File: src/rtl/hff_pkg.sv
package hff_pkg;

   localparam int MAX_WIDTH  = 48;
   localparam int CNT_BITS   = 7;
   localparam int NDIG_BITS  = 5;
   localparam int QDEPTH     = 2;
   localparam int QPTR_BITS  = $clog2(QDEPTH);
   localparam int QCNT_BITS  = $clog2(QDEPTH + 1);

   localparam logic [6:0] CH_SPACE = 7'h20;
   localparam logic [6:0] CH_ZERO  = 7'h30;
   localparam logic [6:0] CH_X_UP  = 7'h58;
   localparam logic [6:0] CH_X_LO  = 7'h78;

   localparam logic [6:0] UPPER_DIGITS [16] = '{
      7'h30, 7'h31, 7'h32, 7'h33, 7'h34, 7'h35, 7'h36, 7'h37,
      7'h38, 7'h39, 7'h41, 7'h42, 7'h43, 7'h44, 7'h45, 7'h46};
   localparam logic [6:0] LOWER_DIGITS [16] = '{
      7'h30, 7'h31, 7'h32, 7'h33, 7'h34, 7'h35, 7'h36, 7'h37,
      7'h38, 7'h39, 7'h61, 7'h62, 7'h63, 7'h64, 7'h65, 7'h66};

   typedef enum logic [2:0] {
      PH_START,
      PH_LEAD,
      PH_PFX0,
      PH_PFXX,
      PH_ZERO,
      PH_DIGIT,
      PH_TRAIL
   } phase_type;

   typedef struct packed {
      logic [63:0]          value;
      logic [NDIG_BITS-1:0] ndig;
      logic [CNT_BITS-1:0]  pad;
      logic                 upper;
      logic                 prefix;
      logic                 has_lead;
      logic                 has_zero;
      logic                 has_trail;
   } desc_type;

   function automatic logic [6:0] hex_char(input logic [3:0] nib, input logic upper);
      hex_char = upper ? UPPER_DIGITS[nib] : LOWER_DIGITS[nib];
   endfunction

endpackage

File: src/rtl/hff_front.sv
module hff_front (
   input  logic             push,
   output logic             full,
   input  logic [63:0]      req_value,
   input  logic             req_long_value,
   input  logic             req_uppercase,
   input  logic             req_alt_prefix,
   input  logic             req_pad_zeros,
   input  logic             req_left_justify,
   input  logic [5:0]       req_field_width,
   input  logic             q_full,
   output logic             q_push,
   output hff_pkg::desc_type q_desc
);

   logic [63:0]                   value_m;
   logic [hff_pkg::NDIG_BITS-1:0] ndig;
   logic [hff_pkg::CNT_BITS-1:0]  width_sat;
   logic [hff_pkg::CNT_BITS-1:0]  used;
   logic [hff_pkg::CNT_BITS-1:0]  pad;

   assign value_m = req_long_value ? req_value : {32'h0, req_value[31:0]};

   // highest nonzero nibble sets the digit count; zero still gives one digit
   always_comb begin
      ndig = hff_pkg::NDIG_BITS'(1);
      for (int i = 1; i < 16; i++) begin
         if (value_m[4*i +: 4] != 4'h0) ndig = hff_pkg::NDIG_BITS'(i + 1);
      end
   end

   always_comb begin
      if ({1'b0, req_field_width} > hff_pkg::CNT_BITS'(hff_pkg::MAX_WIDTH))
         width_sat = hff_pkg::CNT_BITS'(hff_pkg::MAX_WIDTH);
      else
         width_sat = hff_pkg::CNT_BITS'(req_field_width);
      used = hff_pkg::CNT_BITS'(ndig) + (req_alt_prefix ? hff_pkg::CNT_BITS'(2)
                                                        : hff_pkg::CNT_BITS'(0));
      pad  = (width_sat > used) ? width_sat - used : '0;
   end

   always_comb begin
      q_desc.value     = value_m;
      q_desc.ndig      = ndig;
      q_desc.pad       = pad;
      q_desc.upper     = req_uppercase;
      q_desc.prefix    = req_alt_prefix;
      q_desc.has_zero  = req_pad_zeros && (pad != '0);
      q_desc.has_lead  = !req_pad_zeros && !req_left_justify && (pad != '0);
      q_desc.has_trail = !req_pad_zeros && req_left_justify && (pad != '0);
   end

   assign full   = q_full;
   assign q_push = push && !q_full;

endmodule

File: src/rtl/hff_queue.sv
module hff_queue (
   input  logic             clock,
   input  logic             reset,
   input  logic             push,
   input  hff_pkg::desc_type wr_desc,
   output logic             full,
   input  logic             pop,
   output logic             empty,
   output hff_pkg::desc_type rd_desc
);

   hff_pkg::desc_type                entry_ff [hff_pkg::QDEPTH];
   logic [hff_pkg::QPTR_BITS-1:0]    wr_ptr_ff, wr_ptr_in;
   logic [hff_pkg::QPTR_BITS-1:0]    rd_ptr_ff, rd_ptr_in;
   logic [hff_pkg::QCNT_BITS-1:0]    count_ff, count_in;
   logic                             do_push;
   logic                             do_pop;

   assign full    = (count_ff == hff_pkg::QCNT_BITS'(hff_pkg::QDEPTH));
   assign empty   = (count_ff == '0);
   assign do_push = push && !full;
   assign do_pop  = pop && !empty;
   assign rd_desc = entry_ff[rd_ptr_ff];

   always_comb begin
      wr_ptr_in = wr_ptr_ff;
      rd_ptr_in = rd_ptr_ff;
      count_in  = count_ff;
      if (do_push) wr_ptr_in = (wr_ptr_ff == hff_pkg::QPTR_BITS'(hff_pkg::QDEPTH - 1))
                               ? '0 : wr_ptr_ff + 1'b1;
      if (do_pop)  rd_ptr_in = (rd_ptr_ff == hff_pkg::QPTR_BITS'(hff_pkg::QDEPTH - 1))
                               ? '0 : rd_ptr_ff + 1'b1;
      if (do_push && !do_pop) count_in = count_ff + 1'b1;
      else if (!do_push && do_pop) count_in = count_ff - 1'b1;
   end

   always_ff @(posedge clock) begin
      if (reset) begin
         wr_ptr_ff <= '0;
         rd_ptr_ff <= '0;
         count_ff  <= '0;
      end else begin
         wr_ptr_ff <= wr_ptr_in;
         rd_ptr_ff <= rd_ptr_in;
         count_ff  <= count_in;
      end
   end

   always_ff @(posedge clock) begin
      if (do_push) entry_ff[wr_ptr_ff] <= wr_desc;
   end

`ifndef ASSERT_OFF
   a_count_range: assert property (@(posedge clock) disable iff (reset)
      count_ff <= hff_pkg::QCNT_BITS'(hff_pkg::QDEPTH))
      else $error("queue count out of range");
   a_ptr_gap: assert property (@(posedge clock) disable iff (reset)
      (count_ff == '0 || count_ff == hff_pkg::QCNT_BITS'(hff_pkg::QDEPTH))
      |-> wr_ptr_ff == rd_ptr_ff)
      else $error("queue pointers disagree with count");
`endif

endmodule

File: src/rtl/hff_back.sv
module hff_back (
   input  logic              clock,
   input  logic              reset,
   input  logic              q_empty,
   input  hff_pkg::desc_type q_desc,
   output logic              q_pop,
   output logic              empty,
   input  logic              pop,
   output logic [6:0]        rsp_out_char,
   output logic              rsp_last
);

   hff_pkg::phase_type            state_ff, state_in;
   hff_pkg::phase_type            ph_eff;
   hff_pkg::phase_type            ph_next;
   logic [hff_pkg::CNT_BITS-1:0]  cnt_ff, cnt_in;
   logic [hff_pkg::CNT_BITS-1:0]  ph_len;
   logic                          ph_done;
   logic                          advance;
   logic                          ch_last;
   logic [6:0]                    ch;
   logic [3:0]                    nib_idx;
   logic [63:0]                   shifted;
   logic [6:0]                    out_char_ff, out_char_in;
   logic                          out_last_ff, out_last_in;
   logic                          out_valid_ff, out_valid_in;

   function automatic hff_pkg::phase_type follow(input hff_pkg::phase_type ph,
                                                 input hff_pkg::desc_type d);
      hff_pkg::phase_type after_pfx;
      after_pfx = d.has_zero ? hff_pkg::PH_ZERO : hff_pkg::PH_DIGIT;
      case (ph)
         hff_pkg::PH_START: follow = d.has_lead ? hff_pkg::PH_LEAD :
                                     d.prefix   ? hff_pkg::PH_PFX0 : after_pfx;
         hff_pkg::PH_LEAD:  follow = d.prefix ? hff_pkg::PH_PFX0 : after_pfx;
         hff_pkg::PH_PFX0:  follow = hff_pkg::PH_PFXX;
         hff_pkg::PH_PFXX:  follow = after_pfx;
         hff_pkg::PH_ZERO:  follow = hff_pkg::PH_DIGIT;
         hff_pkg::PH_DIGIT: follow = d.has_trail ? hff_pkg::PH_TRAIL : hff_pkg::PH_START;
         default:           follow = hff_pkg::PH_START;
      endcase
   endfunction

   assign ph_eff  = (state_ff == hff_pkg::PH_START) ? follow(hff_pkg::PH_START, q_desc)
                                                     : state_ff;
   assign advance = !q_empty && (!out_valid_ff || pop);

   always_comb begin
      case (ph_eff)
         hff_pkg::PH_LEAD, hff_pkg::PH_ZERO, hff_pkg::PH_TRAIL: ph_len = q_desc.pad;
         hff_pkg::PH_DIGIT: ph_len = hff_pkg::CNT_BITS'(q_desc.ndig);
         default:           ph_len = hff_pkg::CNT_BITS'(1);
      endcase
   end

   assign ph_done = (cnt_ff == ph_len - 1'b1);
   assign ph_next = follow(ph_eff, q_desc);
   assign ch_last = ph_done && (ph_next == hff_pkg::PH_START);

   // digits go out most significant first
   assign nib_idx = 4'(q_desc.ndig - 1'b1) - 4'(cnt_ff);
   assign shifted = q_desc.value >> {nib_idx, 2'b00};

   always_comb begin
      case (ph_eff)
         hff_pkg::PH_LEAD, hff_pkg::PH_TRAIL: ch = hff_pkg::CH_SPACE;
         hff_pkg::PH_PFX0, hff_pkg::PH_ZERO:  ch = hff_pkg::CH_ZERO;
         hff_pkg::PH_PFXX: ch = q_desc.upper ? hff_pkg::CH_X_UP : hff_pkg::CH_X_LO;
         hff_pkg::PH_DIGIT: ch = hff_pkg::hex_char(shifted[3:0], q_desc.upper);
         default:          ch = hff_pkg::CH_SPACE;
      endcase
   end

   // next state
   always_comb begin
      state_in = state_ff;
      cnt_in   = cnt_ff;
      if (advance) begin
         if (ph_done) begin
            state_in = ph_next;
            cnt_in   = '0;
         end else begin
            state_in = ph_eff;
            cnt_in   = cnt_ff + 1'b1;
         end
      end
   end

   // outputs
   always_comb begin
      out_char_in  = out_char_ff;
      out_last_in  = out_last_ff;
      out_valid_in = out_valid_ff;
      if (advance) begin
         out_char_in  = ch;
         out_last_in  = ch_last;
         out_valid_in = 1'b1;
      end else if (pop) begin
         out_valid_in = 1'b0;
      end
   end

   always_ff @(posedge clock) begin
      if (reset) begin
         state_ff     <= hff_pkg::PH_START;
         cnt_ff       <= '0;
         out_valid_ff <= 1'b0;
      end else begin
         state_ff     <= state_in;
         cnt_ff       <= cnt_in;
         out_valid_ff <= out_valid_in;
      end
   end

   always_ff @(posedge clock) begin
      out_char_ff <= out_char_in;
      out_last_ff <= out_last_in;
   end

   assign q_pop        = advance && ch_last;
   assign empty        = !out_valid_ff;
   assign rsp_out_char = out_char_ff;
   assign rsp_last     = out_last_ff;

`ifndef ASSERT_OFF
   a_last_restarts: assert property (@(posedge clock) disable iff (reset)
      (advance && ch_last) |=> (state_ff == hff_pkg::PH_START && cnt_ff == '0))
      else $error("sequencer did not return to start after last character");
   a_cnt_bound: assert property (@(posedge clock) disable iff (reset)
      cnt_ff < hff_pkg::CNT_BITS'(hff_pkg::MAX_WIDTH))
      else $error("phase counter past field limit");
   a_digit_char: assert property (@(posedge clock) disable iff (reset)
      (advance && ph_eff == hff_pkg::PH_DIGIT) |->
      ((ch >= 7'h30 && ch <= 7'h39) || (ch >= 7'h41 && ch <= 7'h46) ||
       (ch >= 7'h61 && ch <= 7'h66)))
      else $error("digit phase produced a non-hex character");
`endif

endmodule

File: src/rtl/hex_field_formatter_top.sv
// Hex field formatter: formats one 64-bit or 32-bit value as a padded hex
// field and returns it one ASCII character per request on the rsp_ side,
// with rsp_last on the final character. A request is taken on push while
// full is low; a two-entry queue after the classifier lets requests enter
// back to back while earlier fields are still going out. The character
// sequencer emits one character per cycle while a request waits and pop
// drains the output; a field is max(width, digits + prefix) characters;
// width is field_width capped at 48, digits 1 to 16, prefix 2 on alt_prefix.
module hex_field_formatter_top (
   input  logic        clock,
   input  logic        reset,
   input  logic        push,
   output logic        full,
   input  logic [63:0] req_value,
   input  logic        req_long_value,
   input  logic        req_uppercase,
   input  logic        req_alt_prefix,
   input  logic        req_pad_zeros,
   input  logic        req_left_justify,
   input  logic [5:0]  req_field_width,
   output logic        empty,
   input  logic        pop,
   output logic [6:0]  rsp_out_char,
   output logic        rsp_last
);

   hff_pkg::desc_type wr_desc;
   hff_pkg::desc_type rd_desc;
   logic              q_push;
   logic              q_full;
   logic              q_pop;
   logic              q_empty;

   hff_front u_front (
      .push             (push),
      .full             (full),
      .req_value        (req_value),
      .req_long_value   (req_long_value),
      .req_uppercase    (req_uppercase),
      .req_alt_prefix   (req_alt_prefix),
      .req_pad_zeros    (req_pad_zeros),
      .req_left_justify (req_left_justify),
      .req_field_width  (req_field_width),
      .q_full           (q_full),
      .q_push           (q_push),
      .q_desc           (wr_desc)
   );

   hff_queue u_queue (
      .clock   (clock),
      .reset   (reset),
      .push    (q_push),
      .wr_desc (wr_desc),
      .full    (q_full),
      .pop     (q_pop),
      .empty   (q_empty),
      .rd_desc (rd_desc)
   );

   hff_back u_back (
      .clock        (clock),
      .reset        (reset),
      .q_empty      (q_empty),
      .q_desc       (rd_desc),
      .q_pop        (q_pop),
      .empty        (empty),
      .pop          (pop),
      .rsp_out_char (rsp_out_char),
      .rsp_last     (rsp_last)
   );

endmodule
File: config.mk
export PLATFORM = sky130hd
export DESIGN_NAME = hex_field_formatter_top
export DESIGN_NICKNAME = d
export VERILOG_FILES = /design/src/rtl/hff_pkg.sv /design/src/rtl/hff_front.sv /design/src/rtl/hff_queue.sv /design/src/rtl/hff_back.sv /design/src/rtl/hex_field_formatter_top.sv
export SDC_FILE = /design/constraint.sdc
export NUM_CORES = 1
export LEC_CHECK = 0
export BUFFER_PORTS_ARGS = -buffer_cell sky130_fd_sc_hd__buf_2
export CORE_MARGIN = 1.5
export CORE_UTILIZATION = 40
export DETAILED_ROUTE_END_ITERATION = 12
export GPL_ROUTABILITY_DRIVEN = 0
export PLACE_DENSITY = 0.58
export SYNTH_ARGS = -nofsm -noshare
export SYNTH_HDL_FRONTEND = slang
export SYNTH_SLANG_ARGS = --single-unit
File: constraint.sdc
create_clock -name clock -period 5.3 [get_ports clock]
set_input_delay 0.795 -clock clock [delete_from_list [all_inputs] [get_ports clock]]
set_output_delay 0.795 -clock clock [all_outputs]
set_load 0.03 [all_outputs]
### After elaboration in Yosys (flattened, before gate mapping)

Memories as Yosys holds them, arrays and structs flattened. A register that Yosys moved wholly into a read port is not among the register bits.
Cells that the tools add are included.

| operators by class | value |
|---|---|
| add/subtract/negate cells | 10 |
| muxes and demuxes | 45 |
| eq/ne operators | 8 |
| order comparisons | 3 |
| reductions and logical operators | 45 |
| bitwise logic cells | 1 |
| shift operators | 1 |

Operator list:

| operator | count |
|---|---|
| two-way mux 64 bit | 1 |
| >> shifter 64 x 6 -> 4 bit | 1 |
| nonzero test 4 bit | 15 |
| two-way mux 7 bit | 7 |
| two-way mux 4 bit | 8 |
| two-way mux 3 bit | 9 |
| case mux 7 bit (3 select lines) | 1 |
| case mux 3 bit (6 select lines) | 1 |
| case mux 7 bit (2 select lines) | 1 |
| logical AND 1 bit | 13 |
| two-way mux 6 bit | 2 |
| two-way mux 2 bit | 5 |
| equality test 3 bit, second input constant | 3 |
| logical NOT 3 bit | 3 |
| two-way mux 1 bit | 9 |
| adder 5 x 7 -> 7 bit | 1 |
| adder 7 x 1 -> 7 bit, second input constant | 1 |
| equality test 7 bit | 1 |
| greater-than comparator 6 x 7 -> 1 bit | 1 |
| logical NOT 1 bit | 7 |
| nonzero test 7 bit | 1 |
| subtractor 6 x 7 -> 7 bit | 1 |
| subtractor 7 x 1 -> 7 bit, second input constant | 1 |
| equality test 3 x 2 -> 1 bit, second input constant | 2 |
| 16 further kinds | 18 |

| storage, ports and cells | value |
|---|---|
| ROM bits | 224 |
| RAM bits | 162 |
| memories | 3 |
| output and inout port bits | 10 |
| register bits | 23 |
| logic and storage cells | 124 |

Memory list:

| name | words | bits a word | read ports | clocked after Yosys merged registers in | wr ports | line | RTL |
|---|---|---|---|---|---|---|---|
| u_queue.entry_ff | 2 | 81 | 1 | 1 | 1 | hff_queue.sv:12 | `hff_pkg::desc_type entry_ff [hff_pkg::QDEPTH];` |
| (name not given) | 16 | 7 | 1 | 0 | 0 | hff_pkg.sv:44 | `hex_char = upper ? UPPER_DIGITS[nib] : LOWER_DIGITS[nib];` |
| (name not given) | 16 | 7 | 1 | 0 | 0 | hff_pkg.sv:44 |  |

### Depth between registers and ports, before layout

| logic depth | value |
|---|---|
| depth after elaboration | 22 |
| mapped depth | 19 |

### By module

Synthesis repeated with hierarchy kept, for this count alone.

| unflattened totals | value |
|---|---|
| cells, all modules | 719 |
| area, all modules | 9522.9 µm² |

Modules (own cells, without submodules):

| module | cells an instance | area each (µm²) | sequential area each (µm²) | times used |
|---|---|---|---|---|
| hff_queue | 277 | 6059.6 | 4964.8 | 1 |
| hff_back | 265 | 2248.4 | 460.4 | 1 |
| hff_front | 177 | 1214.9 | 0.0 | 1 |

### Least setup slack after synthesis

OpenSTA, ideal clock, no wires.

| path | value |
|---|---|
| path type | input to register |
| from | input push |
| to | memory u_queue.entry_ff[0][0] in the netlist's numbering (enable) |
| setup time | 0.521 ns |
| setup slack | 0.520 ns |
| path buffers | 0 |
| arrival time | 4.260 ns |
| cell stages on the path | 2 |
| path through | nand2_1 > nor2_1 |

| on the way | value |
|---|---|
| cells in the longest elaborated chain, start to end | 4 |

Ends and longest elaborated chain:

| item | line | RTL |
|---|---|---|
| start: declaration | hex_field_formatter_top.sv:12 | `input logic push,` |
| logical AND 1 bit | hff_front.sv:54 | `assign q_push = push && !q_full;` |
| logical AND 1 bit | hff_queue.sv:21 | `assign do_push = push && !full;` |
| two-way mux 1 bit | hff_queue.sv:50 | `if (do_push) entry_ff[wr_ptr_ff] <= wr_desc;` |
| two-way mux 1 bit (implied by the code) | hff_queue.sv:50 |  |
| end: declaration | hff_queue.sv:12 |  |

Every way passes these cells.

==> flow_metrics.env <==
export IMPL_drtIter0Drc=358
export IMPL_via_count=5455
export IMPL_post_cts_buffers=0
export IMPL_clock_latency_ps=430
export IMPL_overflow=0
export IMPL_cpPeakStageDelay_ps=870
export IMPL_p_int_mw=3.054
export IMPL_ys_warnings_count=0
export IMPL_async_flop_share_pct=0
export IMPL_clock_sinks=186
export IMPL_cellPowerDensity_nw_per_um2=433.5
export IMPL_synth_seq_cells=186
export IMPL_grt_pass1_wl_mm=30.20
export IMPL_netlist_area_leader_share_pct=57.71
export IMPL_ys_types=59
export IMPL_hp_class="reg2reg"
export IMPL_antenna_found_initial=0
export IMPL_outcome="finished clean"
export IMPL_ys_seq_area_share_pct=61.33
export IMPL_synthMuxAreaShare_pct=13.65
export IMPL_hold_depth=2
export IMPL_path_max_fanout=42
export IMPL_fin_tns_setup_ps=0
export IMPL_clock_fmax_mhz=219.8
export IMPL_r2r_cells=15
export IMPL_cts_htree_levels=4
export IMPL_final_antenna_net_count=0
export IMPL_synthTopCellsByArea="edfxtp_1 58%, mux4_2 9.7%, dfxtp_1 3.6%"
export IMPL_min_period_over_period_pct=85.85
export IMPL_wl_per_cell_um=19.36
export IMPL_synth_top_flop_cell="edfxtp_1"
export IMPL_drt_wl_total_mm=19.28
export IMPL_synth_edf_count=170
export IMPL_clk_path_buf_depth=2
export IMPL_cp_cell_sequence="mux2_4 -> o41ai_4 -> nand2_2 -> mux2i_1 -> ha_1 -> inv_1 -> a2111oi_4 -> xnor2_1 -> o22ai_1 -> a21oi_1 -> nor2_1 -> nand3_1 -> ha_1 -> or3_1 -> a21oi_1"
export IMPL_io_buffer_count=88
export IMPL_hpwl_mm=13.80
export IMPL_worst_clock_skew_ps=8.632
export IMPL_reg2reg_setup_slack_ps=750
export IMPL_dp_slack_ps=478.9
export IMPL_startpoint_type="flip-flop"
export IMPL_synthAdderAreaFrac_pct=2.716
export IMPL_dieArea_um2=23020
export IMPL_std_cell_rows=54
export IMPL_core_um2=21760
export IMPL_cts_made_buffers=17
export IMPL_p_sw_share_pct=31.39
export IMPL_final_common_cell="edfxtp_1"
export IMPL_peakVddDrop_uv=244.0
export IMPL_power_frac_comb_pct=28.0
export IMPL_crit_slowest_cell="dfxtp_4"
export IMPL_crit_family="compound AO/OA/AOI/OAI gates"
export IMPL_synth_compound_area_share_pct=6.704
export IMPL_clockPowerShare_pct=30.0
export IMPL_power_frac_seq_pct=42.1
export IMPL_hold_buffers=0
export IMPL_synth_xor_area_share_pct=2.532
export IMPL_start_util_pct=40.66
export IMPL_synth_area_um2=8846
export IMPL_drc=0
export IMPL_seq_area_um2=5429
export IMPL_cts_tree="built"
export IMPL_yosysTopAreaCell="edfxtp_1"
export IMPL_die_x_um=151.7
export IMPL_grt_usage_pct=17.79
export IMPL_fin_ws_ps=750.1
export IMPL_fp_dieH_um=151.7
export IMPL_worst_slew_pin_slew_ps=889.5
export IMPL_rsz0062_at_grt="no"
export IMPL_total_power_mw=4.451
export IMPL_multi_input_area_um2=3237
export IMPL_diodes=0
export IMPL_clk_pin_slew_ps=70
export IMPL_min_period_ps=4550
export IMPL_cp_data_required_time_ps=5670
export IMPL_grt_max_degree=47
export IMPL_path_buf_inv=1
export IMPL_synth_cells=610
export IMPL_dr_pass1_iters=5
export IMPL_finalHoldViolations=0
export IMPL_endpoint_kind="flip-flop"
export IMPL_final_max_slew_viol_count=0
export IMPL_syn_to_final_growth_pct=16.07
export IMPL_fillers=1935
export IMPL_synthesis_nets=707
export IMPL_nNetsFinal=800
export IMPL_vias_per_cell=5.477
export IMPL_worstSetupPathType="reg2reg"
export IMPL_crit_arrival_ps=4920
export IMPL_slew_headroom_pct=40.56
export IMPL_worst_path_stages=15
export IMPL_p_leak_nw=3.627
export IMPL_cts_root_buffer="clkbuf_16"
export IMPL_synth_top_family_by_area="multiplexers"
export IMPL_grt_pass1_vias=5484
export IMPL_most_common_layout_cells="170 x edfxtp_1, 88 x buf_2, 39 x nor2_1, 39 x and2_1, 38 x mux4_2"
export IMPL_finalSetupViolations=0
export IMPL_cap_violations=0
export IMPL_ios=89
export IMPL_cts_resized=0
export IMPL_synth_area_per_cell_um2=14.50
export IMPL_drive_above_1_share_pct=27.79
export IMPL_p_sw_mw=1.397
export IMPL_synthSimpleGateAreaFrac_pct=10.81
-- cell type report --
type / instances / share of cell area, %
timing repair buffer: 100 / 5.289
sequential: 186 / 52.88
tap: 280 / 3.412
multi-input combinational: 378 / 31.53
clock buffer: 17 / 4.143
clock inverter: 15 / 2.023
inverter: 20 / 0.7312
-- registers in the layout, indices dropped and copies added (netlist names), named ones only --
register and flops:
u_back.state_ff 3, u_queue.entry_ff 162, u_back.out_valid_ff 1, u_back.rsp_out_char 7, u_back.rsp_last 1, u_queue.wr_ptr_ff 1
u_queue.rd_ptr_ff 1, u_back.cnt_ff 7, u_queue.count_ff 2
-- power by group through the flow --
| stage | Clock [mW] | Combinational, mW | Sequential (mW) |
|---|---|---|---|
| CTS | 1.36 | 1.25 | 1.87 |
| floorplan | 0 | 0.872 | 1.92 |
| global placement | 0 | 1.21 | 1.90 |
| detailed placement | 0 | 1.24 | 1.91 |
| finish | 1.33 | 1.24 | 1.87 |
| global route | 1.41 | 1.35 | 1.89 |
-- cells in the mapped netlist (16+ instances only) --
| master | n |
|---|---|
| a21oi_1 | 31 |
| and2_1 | 39 |
| clkbuf_1 | 17 |
| dfxtp_1 | 16 |
| edfxtp_1 | 170 |
| ha_1 | 16 |
| inv_1 | 20 |
| mux2i_1 | 19 |
| mux4_2 | 38 |
| nand2_1 | 27 |
| nor2_1 | 40 |
| o21ai_0 | 21 |
-- metal layers --
metal	GRT usage, %	vias to the layer above	routed length, um
met3	3.204	24	978
li1	-	2548	-
met5	0	-	0
met4	5.913	0	333
met1	24.07	2714	8537
met2	29.03	169	9433
-- per-stage QoR --
stage               utilization [%]  hold slack (ps)  cell area [um^2]  cells
floorplan                         -            462.7              8846    610
global placement              44.28            478.9              9634    964
detailed placement            44.28            489.5              9634    964
CTS                           47.19            498.6             10270    996
global route                  47.19            526.1             10270    996
finish                        47.19            501.2             10270    996
-- cells by family (layout without fill, tap and decap cells) --
group / count (synthesis) / after routing
DFF: 186 / 186
and+or+nand+nor: 177 / 177
AOI/OAI and AO/OA: 87 / 87
muxes: 71 / 71
buffers and inverters: 46 / 152
xor gates and xnor gates: 24 / 24
adders and majority gates: 18 / 18
other: 1 / 1
-- path summary, 6_finish.rpt --
check,end,start
max reg2reg,u_queue.count_ff[1]$_SDFFE_PP0P_,flip-flop
max,u_queue.count_ff[1]$_SDFFE_PP0P_,flip-flop
min reg2reg,u_back.cnt_ff[0]$_SDFFE_PP0P_,u_back.cnt_ff[0]$_SDFFE_PP0P_
min,u_back.cnt_ff[0]$_SDFFE_PP0P_,u_back.cnt_ff[0]$_SDFFE_PP0P_
-- tightest hold or removal path: cells and delay by family (launching register included) --
kind | cells | cell delay, ps
AOI/OAI and AO/OA | 1 | 60
DFF | 1 | 340
and+or+nand+nor | 1 | 60
Note: power is estimated with default switching activity, not from simulation.
